### src/rtl/cmlw_pkg.sv
// Shared constants and types of the command mailbox liveness watchdog.
package cmlw_pkg;

  localparam int unsigned PAYLOAD_BITS = 64;
  localparam int unsigned PAYLOAD_W    = 64;
  localparam int unsigned TIME_W       = 32;
  localparam int unsigned SEQ_W        = 32;
  localparam int unsigned CNT_W        = 32;
  localparam int unsigned NUM_CNT      = 7;
  localparam int unsigned CFG_IDX_W    = 1;
  localparam int unsigned CFG_DATA_W   = 32;

  localparam logic [TIME_W-1:0] SHORT_TIMEOUT_RST = 32'd200;
  localparam logic [TIME_W-1:0] LONG_TIMEOUT_RST  = 32'd1200;

  // Configuration register indexes.
  localparam logic [CFG_IDX_W-1:0] CFG_SHORT = 1'd0;
  localparam logic [CFG_IDX_W-1:0] CFG_LONG  = 1'd1;

  // Event modes.
  localparam logic [2:0] MODE_POST   = 3'd0;
  localparam logic [2:0] MODE_TICK   = 3'd1;
  localparam logic [2:0] MODE_REJECT = 3'd2;
  localparam logic [2:0] MODE_LATCH  = 3'd3;
  localparam logic [2:0] MODE_CLEAR  = 3'd4;
  localparam logic [2:0] MODE_READ   = 3'd5;

  // Link states.
  localparam logic [1:0] ST_IDLE  = 2'd0;
  localparam logic [1:0] ST_FRESH = 2'd1;
  localparam logic [1:0] ST_HOLD  = 2'd2;
  localparam logic [1:0] ST_RELAX = 2'd3;

  // Event counter indexes.
  localparam logic [2:0] CNT_ACC   = 3'd0;
  localparam logic [2:0] CNT_DROP  = 3'd1;
  localparam logic [2:0] CNT_REJ   = 3'd2;
  localparam logic [2:0] CNT_ESTOP = 3'd3;
  localparam logic [2:0] CNT_HOLD  = 3'd4;
  localparam logic [2:0] CNT_RELAX = 3'd5;
  localparam logic [2:0] CNT_TICK  = 3'd6;

  typedef struct packed {
    logic [2:0]           mode;
    logic [TIME_W-1:0]    now_ms;
    logic [SEQ_W-1:0]     in_seq;
    logic [PAYLOAD_W-1:0] in_payload;
    logic                 in_estop;
    logic [2:0]           counter_select;
  } item_t;

  typedef struct packed {
    logic                 post_ok;
    logic [1:0]           link_state;
    logic                 state_changed;
    logic                 out_valid;
    logic [SEQ_W-1:0]     out_seq;
    logic [PAYLOAD_W-1:0] out_payload;
    logic                 out_estop;
    logic [CNT_W-1:0]     counter_value;
    logic [TIME_W-1:0]    age_ms;
  } result_t;

  typedef struct packed {
    logic [TIME_W-1:0] short_timeout_ms;
    logic [TIME_W-1:0] long_timeout_ms;
  } cfg_t;

endpackage

### src/rtl/cmlw_if.sv
// Valid/ready channel interfaces for mailbox events and results.
interface cmlw_in_if;
  logic                               valid;
  logic                               ready;
  logic [2:0]                         mode;
  logic [cmlw_pkg::TIME_W-1:0]        now_ms;
  logic [cmlw_pkg::SEQ_W-1:0]         in_seq;
  logic [cmlw_pkg::PAYLOAD_W-1:0]     in_payload;
  logic                               in_estop;
  logic [2:0]                         counter_select;

  modport source (
    output valid, mode, now_ms, in_seq, in_payload, in_estop, counter_select,
    input  ready
  );
  modport sink (
    input  valid, mode, now_ms, in_seq, in_payload, in_estop, counter_select,
    output ready
  );
endinterface

interface cmlw_out_if;
  logic                               valid;
  logic                               ready;
  logic                               post_ok;
  logic [1:0]                         link_state;
  logic                               state_changed;
  logic                               out_valid;
  logic [cmlw_pkg::SEQ_W-1:0]         out_seq;
  logic [cmlw_pkg::PAYLOAD_W-1:0]     out_payload;
  logic                               out_estop;
  logic [cmlw_pkg::CNT_W-1:0]         counter_value;
  logic [cmlw_pkg::TIME_W-1:0]        age_ms;

  modport source (
    output valid, post_ok, link_state, state_changed, out_valid, out_seq,
           out_payload, out_estop, counter_value, age_ms,
    input  ready
  );
  modport sink (
    input  valid, post_ok, link_state, state_changed, out_valid, out_seq,
           out_payload, out_estop, counter_value, age_ms,
    output ready
  );
endinterface

### src/rtl/command_mailbox_liveness_watchdog.sv
// Top level of the command mailbox liveness watchdog: input register, core and result register.
// Each event transaction is taken into an input register, evaluated against the mailbox state
// by one pass of logic (a serial sequence compare, one age subtract and two timeout compares)
// and written to a result register. The result is presented on the output from that register,
// after the event has passed from the input register through the core into the result register.
// A new transaction is accepted in every cycle, so the sustained rate is one event per clock
// while the result side keeps taking results; a stalled result holds the input register, and
// the input side stalls only when both registers are full. Timeouts may be written through the
// configuration port only while no event is in flight.
module command_mailbox_liveness_watchdog #(
  parameter int unsigned PayloadBits = cmlw_pkg::PAYLOAD_BITS
) (
  input  logic                                clk_i,
  input  logic                                rst_ni,
  cmlw_in_if.sink                             in_i,
  cmlw_out_if.source                          out_o,
  input  logic                                cfg_we_i,
  input  logic [cmlw_pkg::CFG_IDX_W-1:0]      cfg_idx_i,
  input  logic [cmlw_pkg::CFG_DATA_W-1:0]     cfg_data_i
);

  cmlw_pkg::cfg_t    cfg_q;
  cmlw_pkg::item_t   item_q;
  logic              item_valid_q;
  cmlw_pkg::result_t res_d;
  cmlw_pkg::result_t res_q;
  logic              res_valid_q;
  logic              advance;
  logic              in_fire;

  assign advance    = item_valid_q && (!res_valid_q || out_o.ready);
  assign in_i.ready = !item_valid_q || advance;
  assign in_fire    = in_i.valid && in_i.ready;

  always_ff @(posedge clk_i or negedge rst_ni) begin
    if (!rst_ni) begin
      cfg_q.short_timeout_ms <= cmlw_pkg::SHORT_TIMEOUT_RST;
      cfg_q.long_timeout_ms  <= cmlw_pkg::LONG_TIMEOUT_RST;
    end else if (cfg_we_i) begin
      unique case (cfg_idx_i)
        cmlw_pkg::CFG_SHORT: cfg_q.short_timeout_ms <= cfg_data_i;
        cmlw_pkg::CFG_LONG:  cfg_q.long_timeout_ms  <= cfg_data_i;
        default: ;
      endcase
    end
  end

  always_ff @(posedge clk_i or negedge rst_ni) begin
    if (!rst_ni) begin
      item_valid_q <= 1'b0;
      res_valid_q  <= 1'b0;
    end else begin
      item_valid_q <= in_fire || (item_valid_q && !advance);
      if (advance) begin
        res_valid_q <= 1'b1;
      end else if (out_o.ready) begin
        res_valid_q <= 1'b0;
      end
    end
  end

  always_ff @(posedge clk_i) begin
    if (in_fire) begin
      item_q.mode           <= in_i.mode;
      item_q.now_ms         <= in_i.now_ms;
      item_q.in_seq         <= in_i.in_seq;
      item_q.in_payload     <= in_i.in_payload;
      item_q.in_estop       <= in_i.in_estop;
      item_q.counter_select <= in_i.counter_select;
    end
    if (advance) begin
      res_q <= res_d;
    end
  end

  cmlw_core #(
    .PayloadBits (PayloadBits)
  ) u_core (
    .clk_i     (clk_i),
    .rst_ni    (rst_ni),
    .step_en_i (advance),
    .item_i    (item_q),
    .cfg_i     (cfg_q),
    .res_o     (res_d)
  );

  assign out_o.valid         = res_valid_q;
  assign out_o.post_ok       = res_q.post_ok;
  assign out_o.link_state    = res_q.link_state;
  assign out_o.state_changed = res_q.state_changed;
  assign out_o.out_valid     = res_q.out_valid;
  assign out_o.out_seq       = res_q.out_seq;
  assign out_o.out_payload   = res_q.out_payload;
  assign out_o.out_estop     = res_q.out_estop;
  assign out_o.counter_value = res_q.counter_value;
  assign out_o.age_ms        = res_q.age_ms;

`ifndef SYNTHESIS
  a_item_held: assert property (@(posedge clk_i) disable iff (!rst_ni)
    item_valid_q && !advance |=> item_valid_q)
    else $error("pending event dropped from the input register");

  a_result_loaded: assert property (@(posedge clk_i) disable iff (!rst_ni)
    advance |=> res_valid_q)
    else $error("evaluated event produced no result");

  a_no_overrun: assert property (@(posedge clk_i) disable iff (!rst_ni)
    res_valid_q && !out_o.ready |-> !advance)
    else $error("result register overwritten while stalled");
`endif

endmodule

### src/rtl/cmlw_core.sv
// Mailbox slot, estop latch, link state and event counters with the per-event logic.
module cmlw_core #(
  parameter int unsigned PayloadBits = cmlw_pkg::PAYLOAD_BITS
) (
  input  logic            clk_i,
  input  logic            rst_ni,
  input  logic            step_en_i,
  input  cmlw_pkg::item_t item_i,
  input  cmlw_pkg::cfg_t  cfg_i,
  output cmlw_pkg::result_t res_o
);

  logic                           slot_valid_q;
  logic [cmlw_pkg::SEQ_W-1:0]     slot_seq_q;
  logic [cmlw_pkg::TIME_W-1:0]    slot_time_q;
  logic [PayloadBits-1:0]         slot_payload_q;
  logic                           slot_estop_q;
  logic                           estop_q;
  logic [1:0]                     prev_state_q;
  logic [cmlw_pkg::CNT_W-1:0]     cnt_q [cmlw_pkg::NUM_CNT];

  logic [cmlw_pkg::SEQ_W-1:0]     seq_diff;
  logic                           newer;
  logic                           post_accept;
  logic [cmlw_pkg::TIME_W-1:0]    age_pre;
  logic [1:0]                     tick_state;
  logic                           state_change;
  logic [cmlw_pkg::NUM_CNT-1:0]   cnt_inc;
  logic                           is_post;
  logic                           is_tick;
  logic                           latch_req;

  assign is_post = item_i.mode == cmlw_pkg::MODE_POST;
  assign is_tick = item_i.mode == cmlw_pkg::MODE_TICK;
  assign latch_req = item_i.mode == cmlw_pkg::MODE_LATCH && item_i.in_estop;

  // Serial number arithmetic: newer when the forward distance is in 1 .. 2^31-1.
  assign seq_diff    = item_i.in_seq - slot_seq_q;
  assign newer       = (seq_diff != '0) && !seq_diff[cmlw_pkg::SEQ_W-1];
  assign post_accept = !slot_valid_q || newer;
  assign age_pre     = item_i.now_ms - slot_time_q;

  always_comb begin
    if (estop_q) begin
      tick_state = cmlw_pkg::ST_RELAX;
    end else if (!slot_valid_q) begin
      tick_state = cmlw_pkg::ST_IDLE;
    end else if (age_pre <= cfg_i.short_timeout_ms) begin
      tick_state = cmlw_pkg::ST_FRESH;
    end else if (age_pre <= cfg_i.long_timeout_ms) begin
      tick_state = cmlw_pkg::ST_HOLD;
    end else begin
      tick_state = cmlw_pkg::ST_RELAX;
    end
  end

  assign state_change = is_tick && (tick_state != prev_state_q);

  always_comb begin
    cnt_inc = '0;
    cnt_inc[cmlw_pkg::CNT_ACC]   = is_post && post_accept;
    cnt_inc[cmlw_pkg::CNT_DROP]  = is_post && !post_accept;
    cnt_inc[cmlw_pkg::CNT_REJ]   = item_i.mode == cmlw_pkg::MODE_REJECT;
    cnt_inc[cmlw_pkg::CNT_ESTOP] = (is_post && post_accept && item_i.in_estop) || latch_req;
    cnt_inc[cmlw_pkg::CNT_HOLD]  = state_change && tick_state == cmlw_pkg::ST_HOLD;
    cnt_inc[cmlw_pkg::CNT_RELAX] = state_change && tick_state == cmlw_pkg::ST_RELAX;
    cnt_inc[cmlw_pkg::CNT_TICK]  = is_tick;
  end

  always_comb begin
    res_o = '0;
    res_o.post_ok = is_post && post_accept;
    if (is_tick) begin
      res_o.link_state    = tick_state;
      res_o.state_changed = state_change;
      res_o.out_valid     = estop_q || slot_valid_q;
      if (estop_q) begin
        res_o.out_seq   = slot_seq_q;
        res_o.out_estop = 1'b1;
      end else if (slot_valid_q) begin
        res_o.out_seq     = slot_seq_q;
        res_o.out_payload = cmlw_pkg::PAYLOAD_W'(slot_payload_q);
        res_o.out_estop   = slot_estop_q;
      end
    end
    if (item_i.mode == cmlw_pkg::MODE_READ &&
        item_i.counter_select < 3'(cmlw_pkg::NUM_CNT)) begin
      res_o.counter_value = cnt_q[item_i.counter_select];
    end
    // An accepted post sets the arrival time to now, so its age is zero.
    if (is_post && post_accept) begin
      res_o.age_ms = '0;
    end else if (slot_valid_q) begin
      res_o.age_ms = age_pre;
    end else begin
      res_o.age_ms = '1;
    end
  end

  always_ff @(posedge clk_i or negedge rst_ni) begin
    if (!rst_ni) begin
      slot_valid_q <= 1'b0;
      estop_q      <= 1'b0;
      prev_state_q <= cmlw_pkg::ST_IDLE;
      slot_seq_q   <= '0;
      slot_time_q  <= '0;
      slot_estop_q <= 1'b0;
      cnt_q        <= '{default: '0};
    end else if (step_en_i) begin
      if (is_post && post_accept) begin
        slot_valid_q <= 1'b1;
        slot_seq_q   <= item_i.in_seq;
        slot_time_q  <= item_i.now_ms;
        slot_estop_q <= item_i.in_estop;
      end
      if ((is_post && post_accept && item_i.in_estop) || latch_req) begin
        estop_q <= 1'b1;
      end else if (item_i.mode == cmlw_pkg::MODE_CLEAR) begin
        estop_q <= 1'b0;
      end
      if (state_change) begin
        prev_state_q <= tick_state;
      end
      for (int i = 0; i < cmlw_pkg::NUM_CNT; i++) begin
        if (cnt_inc[i]) begin
          cnt_q[i] <= cnt_q[i] + 1'b1;
        end
      end
    end
  end

  // The payload is a data register with its own reset, loaded only by an accepted post.
  always_ff @(posedge clk_i or negedge rst_ni) begin
    if (!rst_ni) begin
      slot_payload_q <= '0;
    end else if (step_en_i && is_post && post_accept) begin
      slot_payload_q <= item_i.in_payload[PayloadBits-1:0];
    end
  end

`ifndef SYNTHESIS
  a_post_fills_slot: assert property (@(posedge clk_i) disable iff (!rst_ni)
    step_en_i && res_o.post_ok |=> slot_valid_q && slot_seq_q == $past(item_i.in_seq))
    else $error("accepted post did not fill the slot");

  a_latch_sets_estop: assert property (@(posedge clk_i) disable iff (!rst_ni)
    step_en_i && latch_req |=> estop_q)
    else $error("estop latch request was lost");

  a_state_tracked: assert property (@(posedge clk_i) disable iff (!rst_ni)
    step_en_i && res_o.state_changed |=> prev_state_q == $past(res_o.link_state))
    else $error("previous state not updated on a state change");

  a_estop_relax: assert property (@(posedge clk_i) disable iff (!rst_ni)
    is_tick && estop_q |-> res_o.link_state == cmlw_pkg::ST_RELAX && res_o.out_payload == '0)
    else $error("latched estop did not force relax with a zeroed command");
`endif

endmodule

### src/flat_wrapper.sv
// flat-port wrapper written by rule: the top's interface ports become plain ports
module command_mailbox_liveness_watchdog_flat 
#(
  parameter int unsigned PayloadBits = cmlw_pkg::PAYLOAD_BITS
)
  (clk_i, rst_ni, cfg_we_i, cfg_idx_i, cfg_data_i, in_i_valid, in_i_mode, in_i_now_ms, in_i_in_seq, in_i_in_payload, in_i_in_estop, in_i_counter_select, in_i_ready, out_o_valid, out_o_post_ok, out_o_link_state, out_o_state_changed, out_o_out_valid, out_o_out_seq, out_o_out_payload, out_o_out_estop, out_o_counter_value, out_o_age_ms, out_o_ready);
  cmlw_in_if in_i_i ();
  cmlw_out_if out_o_i ();
  input  logic clk_i;
  input  logic rst_ni;
  input  logic cfg_we_i;
  input  logic [cmlw_pkg::CFG_IDX_W-1:0] cfg_idx_i;
  input  logic [cmlw_pkg::CFG_DATA_W-1:0] cfg_data_i;
  input wire logic [$bits(in_i_i.valid)-1:0] in_i_valid;
  input wire logic [$bits(in_i_i.mode)-1:0] in_i_mode;
  input wire logic [$bits(in_i_i.now_ms)-1:0] in_i_now_ms;
  input wire logic [$bits(in_i_i.in_seq)-1:0] in_i_in_seq;
  input wire logic [$bits(in_i_i.in_payload)-1:0] in_i_in_payload;
  input wire logic [$bits(in_i_i.in_estop)-1:0] in_i_in_estop;
  input wire logic [$bits(in_i_i.counter_select)-1:0] in_i_counter_select;
  output wire logic [$bits(in_i_i.ready)-1:0] in_i_ready;
  output wire logic [$bits(out_o_i.valid)-1:0] out_o_valid;
  output wire logic [$bits(out_o_i.post_ok)-1:0] out_o_post_ok;
  output wire logic [$bits(out_o_i.link_state)-1:0] out_o_link_state;
  output wire logic [$bits(out_o_i.state_changed)-1:0] out_o_state_changed;
  output wire logic [$bits(out_o_i.out_valid)-1:0] out_o_out_valid;
  output wire logic [$bits(out_o_i.out_seq)-1:0] out_o_out_seq;
  output wire logic [$bits(out_o_i.out_payload)-1:0] out_o_out_payload;
  output wire logic [$bits(out_o_i.out_estop)-1:0] out_o_out_estop;
  output wire logic [$bits(out_o_i.counter_value)-1:0] out_o_counter_value;
  output wire logic [$bits(out_o_i.age_ms)-1:0] out_o_age_ms;
  input wire logic [$bits(out_o_i.ready)-1:0] out_o_ready;
  assign in_i_i.valid = in_i_valid;
  assign in_i_i.mode = in_i_mode;
  assign in_i_i.now_ms = in_i_now_ms;
  assign in_i_i.in_seq = in_i_in_seq;
  assign in_i_i.in_payload = in_i_in_payload;
  assign in_i_i.in_estop = in_i_in_estop;
  assign in_i_i.counter_select = in_i_counter_select;
  assign in_i_ready = in_i_i.ready;
  assign out_o_valid = out_o_i.valid;
  assign out_o_post_ok = out_o_i.post_ok;
  assign out_o_link_state = out_o_i.link_state;
  assign out_o_state_changed = out_o_i.state_changed;
  assign out_o_out_valid = out_o_i.out_valid;
  assign out_o_out_seq = out_o_i.out_seq;
  assign out_o_out_payload = out_o_i.out_payload;
  assign out_o_out_estop = out_o_i.out_estop;
  assign out_o_counter_value = out_o_i.counter_value;
  assign out_o_age_ms = out_o_i.age_ms;
  assign out_o_i.ready = out_o_ready;
  command_mailbox_liveness_watchdog #(.PayloadBits(PayloadBits)) u_core (.clk_i(clk_i), .rst_ni(rst_ni), .in_i(in_i_i), .out_o(out_o_i), .cfg_we_i(cfg_we_i), .cfg_idx_i(cfg_idx_i), .cfg_data_i(cfg_data_i));
endmodule
### config.mk
export PLATFORM = sky130hd
export DESIGN_NAME = command_mailbox_liveness_watchdog_flat
export DESIGN_NICKNAME = d
export VERILOG_FILES = /design/src/rtl/cmlw_pkg.sv /design/src/rtl/cmlw_if.sv /design/src/rtl/command_mailbox_liveness_watchdog.sv /design/src/rtl/cmlw_core.sv /design/src/flat_wrapper.sv
export SDC_FILE = /design/constraint.sdc
export NUM_CORES = 1
export LEC_CHECK = 0
export ABC_AREA = 1
export BUFFER_PORTS_ARGS = -buffer_cell sky130_fd_sc_hd__buf_4
export CAP_MARGIN = 30
export CORE_ASPECT_RATIO = 0.9
export CORE_UTILIZATION = 38
export CTS_CLUSTER_SIZE = 8
export DETAILED_ROUTE_END_ITERATION = 12
export PLACE_DENSITY = 0.62
export RECOVER_POWER = 50
export SYNTH_ARGS = -nofsm -noshare
export SYNTH_HDL_FRONTEND = slang
export SYNTH_SLANG_ARGS = --single-unit
export TNS_END_PERCENT = 1
### constraint.sdc
create_clock -name clk_i -period 5.4 [get_ports clk_i]
set_input_delay 1.62 -clock clk_i [delete_from_list [all_inputs] [get_ports clk_i]]
set_output_delay 1.62 -clock clk_i [all_outputs]
set_load 0.005 [all_outputs]
==> results of run 1 <==
power groups by stage:
stage	clock network (mW)	registers (mW)	logic [mW]
floorplan	0	7.52	4.99
global placement	0	7.61	7.14
detailed placement	0	7.63	7.25
CTS	6.28	7.55	7.31
global route	6.50	7.67	8.39
finish	6.14	7.55	7.31
worst max path at each step:
stage                                         end  slack [ns]  depth (start not counted)
after floorplan                  u_core.item_q[0]        0.48                          4
after global placement    u_core.u_core.cnt_q[85]        0.36                         27
after detailed placement  u_core.u_core.cnt_q[74]        0.27                         26
after CTS                 u_core.u_core.cnt_q[74]        0.23                         26
after global routing      u_core.u_core.cnt_q[84]        0.01                         26
final                     u_core.u_core.cnt_q[93]        0.34                         28
metal layers:
metal / global-route usage / vias to the layer above / routed length (um)
met5: 0 / - / 36
met4: 0.0549 / 6 / 2410
met3: 0.0522 / 145 / 7380
met2: 0.345 / 781 / 49000
met1: 0.304 / 14300 / 50800
li1: - / 15200 / -
sequential cells by signal, indices dropped and copies added, names as in the netlist, 32 cells and up:
signal / count
u_core.item_q: 135
u_core.out_o.age_ms: 32
u_core.out_o.counter_value: 32
u_core.u_core.slot_time_q: 32
u_core.u_core.slot_payload_q: 64
u_core.out_o.out_seq: 32
u_core.u_core.cnt_q: 224
u_core.cfg_q: 64
u_core.out_o.out_payload: 64
u_core.u_core.slot_seq_q: 32
stage by stage:
stage	hold WS (ns)	power, mW	worst slack (ns)	utilization
2_1_floorplan	0.435	12.5	0.478	-
3_3_place_gp	0.439	14.7	0.365	0.425
3_5_place_dp	0.445	14.9	0.266	0.426
4_1_cts	0.447	21.1	0.234	0.457
5_1_grt	0.473	22.6	0.0106	0.455
6_report	0.445	21.0	0.336	0.455
worst min-delay path: stages (launching register included):
cell and delay [ns]:
edfxtp_1 0.31, nand2_1 0.05, o21ai_1 0.07
final cells by class:
type	count	area (um2)
repair buffers	383	2850
well taps	1332	1670
flip-flops and latches	724	19600
fillers	9709	53600
clock buffers	171	2830
multi-input cells	2983	15300
diodes	4	10.0
clock inverters	10	230
inverters	615	2320
cells in the mapped netlist (all sizes together) (7+ instances only):
library cell  instances  area share
a21oi               179       0.024
a31oi                39      0.0064
and2                  8      0.0013
buf                  58       0.010
clkbuf               81      0.0080
dfrtp               416        0.27
dfstp                 7      0.0049
edfxtp              301        0.24
ha                  133       0.044
inv                 613       0.061
nand2              1119        0.11
nand3               141       0.019
nand4                60       0.010
nor2                442       0.045
nor3                104       0.014
nor4                 47      0.0081
o211ai                9      0.0018
o21ai               452       0.060
xnor2                22      0.0051
xor2                206       0.048
cell usage in the layout (no fill, tap or decap), types with 3 or more instances in the layout:
cell type / instances
nand2_2: 7
clkbuf_4: 106
dfrtp_1: 416
xor2_1: 206
clkbuf_1: 106
inv_2: 13
and2_1: 8
nand4_1: 59
dfstp_2: 7
nand2_1: 1111
xnor2_1: 22
a21oi_1: 179
o211ai_1: 9
nor2_2: 10
ha_1: 133
clkinv_16: 5
o21ai_0: 307
clkbuf_16: 102
nor3_1: 99
o21bai_1: 3
diode_2: 4
nor3_2: 5
nor4_2: 3
buf_4: 225
a31oi_1: 38
o22ai_1: 3
nor4_1: 43
buf_12: 6
o21ai_1: 145
edfxtp_1: 301
nand3_1: 139
inv_1: 598
nor2_1: 430
cell families (layout without fill, tap and decap cells):
| logic type | count (synthesis) | count (layout) |
|---|---|---|
| other | 0 | 4 |
| buffers and inverters | 754 | 1179 |
| DFF | 724 | 724 |
| and+or+nand+nor | 1927 | 1927 |
| xor gates and xnor gates | 228 | 228 |
| AOI/OAI and AO/OA | 693 | 693 |
| adders and majority gates | 135 | 135 |
repair_timing:
item | 4_1_cts | 5_1_grt
buffers inserted | 0 | 1
setup endpoints to repair | 0 | 64
resized for setup | 0 | 7
==> results by group, run 1 <==
Power
  – Peak VDD IR: 0.380 mV
  – NetSw: 7.73 mW
  – Pwr/cell area: 468 mW/mm2
  – Switch share: 0.368
  – Clk pwr share: 0.292
  – Comb pwr share: 0.348
  – Reg power frac: 0.360
  – Int Pwr: 13.3 mW
  – Leak: 20.5 nW

Worst setup path
  – FF-to-FF setup slack: 0.34 ns
  – Worst path bufs/invs: 4
  – Reg-to-Reg End: u_core.u_core.cnt_q[93]
  – Slowest cell delay on critical path: 0.39 ns
  – Max FO, Critical Path: 10
  – FF-to-FF path depth: 28
  – Worst path most repeated cell: nand2_1
  – CP arrival: 5.69 ns
  – FF-to-FF Start: u_core.item_q[100]
  – Crit-path slowest cell: fa_1
  – CP endpoint kind: register
  – Startpoint types: register
  – CP Launch Point: u_core.item_q[100]
  – Crit path max-delay family: simple AND/OR/NAND/NOR gates
  – Critical path type: register to register
  – Worst path required time: 6.02 ns

Timing
  – Final Cycle Share: 0.938
  – FMAX: 0.197 GHz
  – Worst Max-Slew Pin Slew: 3.70 ns
  – Final setup vio count: 0
  – RSZ-0062 raised after global routing: false
  – Final Hold Fails: 0
  – Clock skew: 0.0558 ns
  – Final Max Tran Viols: 388
  – Relative slew margins: -1.47
  – Fin Setup TNS: 0 ns
  – Min Clock Period, post-route: 5.06 ns

Logic synthesis
  – Simple-Gate Fraction of Synth Area: 0.211
  – Post-synth EDFFs: 301
  – Xor and xnor area share after synthesis: 0.0527
  – Avg Cell Area, Syn: 8.49 um2
  – Register area share after synthesis: 0.518
  – Main synth FF type: dfrtp_1
  – Yosys cell types: 47
  – Adder-Cell Fraction of Synth Area: 0.0450
  – Synth Area in Compound Gates: 0.0944
  – Main combinational cell family by area after synthesis: simple AND/OR/NAND/NOR gates
  – Post-synthesis net count: 4769
  – FF+latch count, synth: 724
  – Ys Warns: 0
  – Post-synth ARST share: 0.584
  – Synth Cell Area: 0.0379 mm2
  – Post-Synthesis Cells: 4461
  – Mux contribution to synthesized area: 0

Worst hold path
  – Worst Hold Class: register to register
  – Hold Path Stages: 2
  – Min-Delay Endpoint: u_core.u_core.slot_payload_q[7]
  – Hold path start: u_core.item_q[11]

Place
  – Post-Place Cells: 6034
  – Post-DP HPWL: 80700 um
  – Routability cong.: 0.927
  – IO buf count: 340
  – Placement Cell Area: 0.0419 mm2

Detailed routing
  – # DRC: 0
  – Wire per inst: 17.6 um
  – 1st-pass router iterations: 6
  – Routed Antenna Nets: 0
  – Detailed-route wire length: 110000 um
  – DR vias/cell: 4.89
  – Initial DRC count: 2287
  – Vias: 30400

Clock tree
  – Root Buffer: clkbuf_16
  – Cts bufs inserted: 102
  – CTS tree: built
  – CTS Hold Bufs: 0
  – Max H-tree Level: 3
  – Clk sinks: 724
  – Clk_lat worst skew: 0.72 ns
  – Clock slew at reported path FFs: 0.05 ns
  – Max clock buf depth: 3

GRT
  – Initial antenna violation count: 4
  – GRT overflow: 0
  – Vias in the first global route: 30300
  – All-Layer GR Usage: 0.219
  – First-pass GRT wire length: 173000 um
  – Largest net degree at the start of global routing: 182

Outcome
  – Status: finished with violations
  – Failing checks: max-capacitance violations, max-slew violations

Die
  – Starting density of the core: 0.385
  – Core box area: 0.0985 mm2
  – Ports: 341
  – Chip height: 302 um
  – Die W: 335 um
  – Row count: 109
  – Die footprint: 0.101 mm2

Run
  – Max cap viols: 9

Final layout
  – Share of layout cells above drive strength 1: 0.106
  – Final Cell Area: 0.0448 mm2
  – Area growth syn-to-layout: 18.3%
  – Non-filler cells, final: 6222
  – Final net count: 5117
No activity file was read; power rests on OpenSTA's default activity.
==> run 2, diff against run 1 <==
--- a/config.mk
+++ b/config.mk
@@ -12,6 +12,7 @@
 export CORE_UTILIZATION = 38
 export CTS_CLUSTER_SIZE = 8
 export DETAILED_ROUTE_END_ITERATION = 12
+export MAX_ROUTING_LAYER = met4
 export PLACE_DENSITY = 0.62
 export RECOVER_POWER = 50
 export SYNTH_ARGS = -nofsm -noshare
==> run 2 against run 1 <==
Net effect:
- the flow still finishes with violations (max-capacitance violations, max-slew violations)
- clock power shrank 1%
- fmax grew 0.58%
- register-to-register slack gained 0.03 ns
- worst hold slack is essentially flat
- largest cell class unchanged
==> results by group, run 2 (synthesis results as in run 1) <==
Outcome
  – Status: finished with violations
  – Failing checks: max-capacitance violations, max-slew violations

Detailed routing
  – Initial DRC count: 2191
  – DR vias/cell: 4.92
  – Detailed-route wire length: 110000 um
  – 1st-pass router iterations: 6
  – # DRC: 0
  – Vias: 30600
  – Routed Antenna Nets: 0
  – Wire per inst: 17.7 um

Timing
  – FMAX: 0.199 GHz
  – RSZ-0062 raised after global routing: false
  – WHS: 0.445 ns
  – Min Clock Period, post-route: 5.04 ns
  – Final setup vio count: 0
  – Relative slew margins: -1.00
  – Final Cycle Share: 0.932
  – Final Hold Fails: 0
  – Clock skew: 0.0678 ns
  – Worst Max-Slew Pin Slew: 2.98 ns
  – Final Max Tran Viols: 545
  – Fin Setup TNS: 0 ns
  – Final worst slack: 0.365 ns

Die
  – Ports: 341
  – Die footprint: 0.101 mm2
  – Die W: 335 um
  – Core box area: 0.0985 mm2
  – Starting density of the core: 0.385
  – Row count: 109
  – Chip height: 302 um

Final layout
  – Largest registers: u_core.u_core.cnt_q x224, u_core.item_q x135
  – Commonest cells after routing, fill and taps aside: nand2_1, inv_1, nor2_1
  – Most common cell after layout, fill and taps aside: nand2_1
  – Most flops, register: u_core.u_core.cnt_q
  – Max reg flops: 224
  – Share of layout cells above drive strength 1: 0.105
  – Core Util, Final: 0.454
  – Area growth syn-to-layout: 18.1%
  – Final net count: 5115

Clock tree
  – CTS tree: built
  – Clk sinks: 724
  – Max H-tree Level: 3
  – Root Buffer: clkbuf_16
  – Cts bufs inserted: 101
  – CTS Hold Bufs: 0
  – Clock slew at reported path FFs: 0.06 ns
  – Clk_lat worst skew: 0.72 ns
  – Max clock buf depth: 3

Place
  – IO buf count: 340
  – Post-DP HPWL: 81000 um
  – Setup WS pre-CTS: 0.170 ns
  – Routability cong.: 0.932

Worst setup path
  – CP Launch Point: u_core.item_q[0]
  – CP arrival: 5.39 ns
  – Slowest cell delay on critical path: 1.52 ns
  – FF-to-FF Start: u_core.item_q[0]
  – Critical path type: register to register
  – Worst path most repeated cell: o21ai_0
  – Crit path max-delay family: buffers and inverters
  – Crit. path cell count: 7
  – Crit-path slowest cell: clkbuf_1
  – Worst path bufs/invs: 3
  – Max FO, Critical Path: 49
  – CP Capture Point: u_core.out_o.counter_value[0]
  – Worst path required time: 5.76 ns
  – CP endpoint kind: register
  – FF-to-FF path depth: 7
  – Reg-to-Reg End: u_core.out_o.counter_value[0]
  – Crit-path cells: clkbuf_1 -> inv_1 -> buf_12 -> o21ai_0 -> o21ai_0 -> o21ai_0 -> a31oi_1
  – FF-to-FF setup slack: 0.36 ns
  – Startpoint types: register

GRT
  – First-pass GRT wire length: 172000 um
  – Initial antenna violation count: 6
  – Largest net degree at the start of global routing: 169
  – GRT overflow: 0
  – All-Layer GR Usage: 0.225
  – Vias in the first global route: 30300

Power
  – Peak VDD IR: 0.340 mV
  – Pwr/cell area: 467 mW/mm2
  – Leak: 20.5 nW

Worst hold path
  – Worst Hold Class: register to register

Run
  – Max cap viols: 11
## run 2: changes by cell type in the layout (fill, tap and decap cells not counted), sizes merged
| cell | before | now |
|---|---|---|
| clkinv | 10 | 8 |
| inv | 613 | 612 |
| buf | 235 | 233 |
| bufinv | 1 | 0 |
| dlymetal6s4s | 1 | 0 |
| diode | 4 | 7 |
| clkinvlp | 1 | 2 |
| clkbuf | 318 | 319 |
## run 2: worst min-delay path: cells and delay by family (launching register included)
| kind | cells | cell delay, ns |
|---|---|---|
| flops | 1 | 0.31 |
| simple gates | 1 | 0.05 |
| compound gates | 1 | 0.06 |
## run 2: how the worst min path moves through the flow
| stage | startpoint | end | slack, ns | cells after the start |
|---|---|---|---|---|
| 2_1_floorplan | u_core.item_q[4] | u_core.u_core.slot_payload_q[0] | 0.44 | 2 |
| 3_3_place_gp | u_core.item_q[44] | u_core.u_core.slot_payload_q[40] | 0.44 | 2 |
| 3_5_place_dp | u_core.item_q[46] | u_core.u_core.slot_payload_q[42] | 0.45 | 2 |
| 4_1_cts | u_core.item_q[26] | u_core.u_core.slot_payload_q[22] | 0.45 | 2 |
| 5_1_grt | u_core.u_core.cnt_q[159] | u_core.u_core.cnt_q[159] | 0.48 | 1 |
| 6_report | u_core.item_q[26] | u_core.u_core.slot_payload_q[22] | 0.44 | 2 |
## run 2: metrics by stage
| step | total power [mW] | cell area (um2) | std cells |
|---|---|---|---|
| after detailed placement | 14.9 | 41900 | 6034 |
| after global routing | 22.5 | 44700 | 6218 |
| after floorplan | 12.5 | 37900 | 4461 |
| after CTS | 21.1 | 44900 | 6211 |
| after global placement | 14.8 | 41900 | 6031 |
| final | 20.9 | 44700 | 6220 |
## run 2: area by class of cell
class	count	area, um2
fill	9793	53700
clock buffer	170	2810
inverter	615	2310
sequential	724	19600
antenna	7	17.5
tap	1332	1670
clock inverter	7	186
multi-input combinational	2983	15300
timing repair buffer	382	2820
## run 2: routing by layer
metal / GRT usage / share of wire / routed length [um]
met1: 0.302 / 0.46 / 51000
met2: 0.336 / 0.44 / 47900
met3: 0.0572 / 0.072 / 7980
met4: 0.0658 / 0.029 / 3230
met5: - / 0 / 0
## run 2: timing repair
action,CTS,global route
hold endpoints to repair,0,0
setup endpoints to repair,0,63
resized for setup,0,9
buffers inserted,0,1
## run 2: report_power, final
part           switching (mW)  total [mW]  internal [mW]
sequential              0.545        7.55           7.01
combinational            4.68        7.32           2.63
clock                    2.52        6.05           3.53
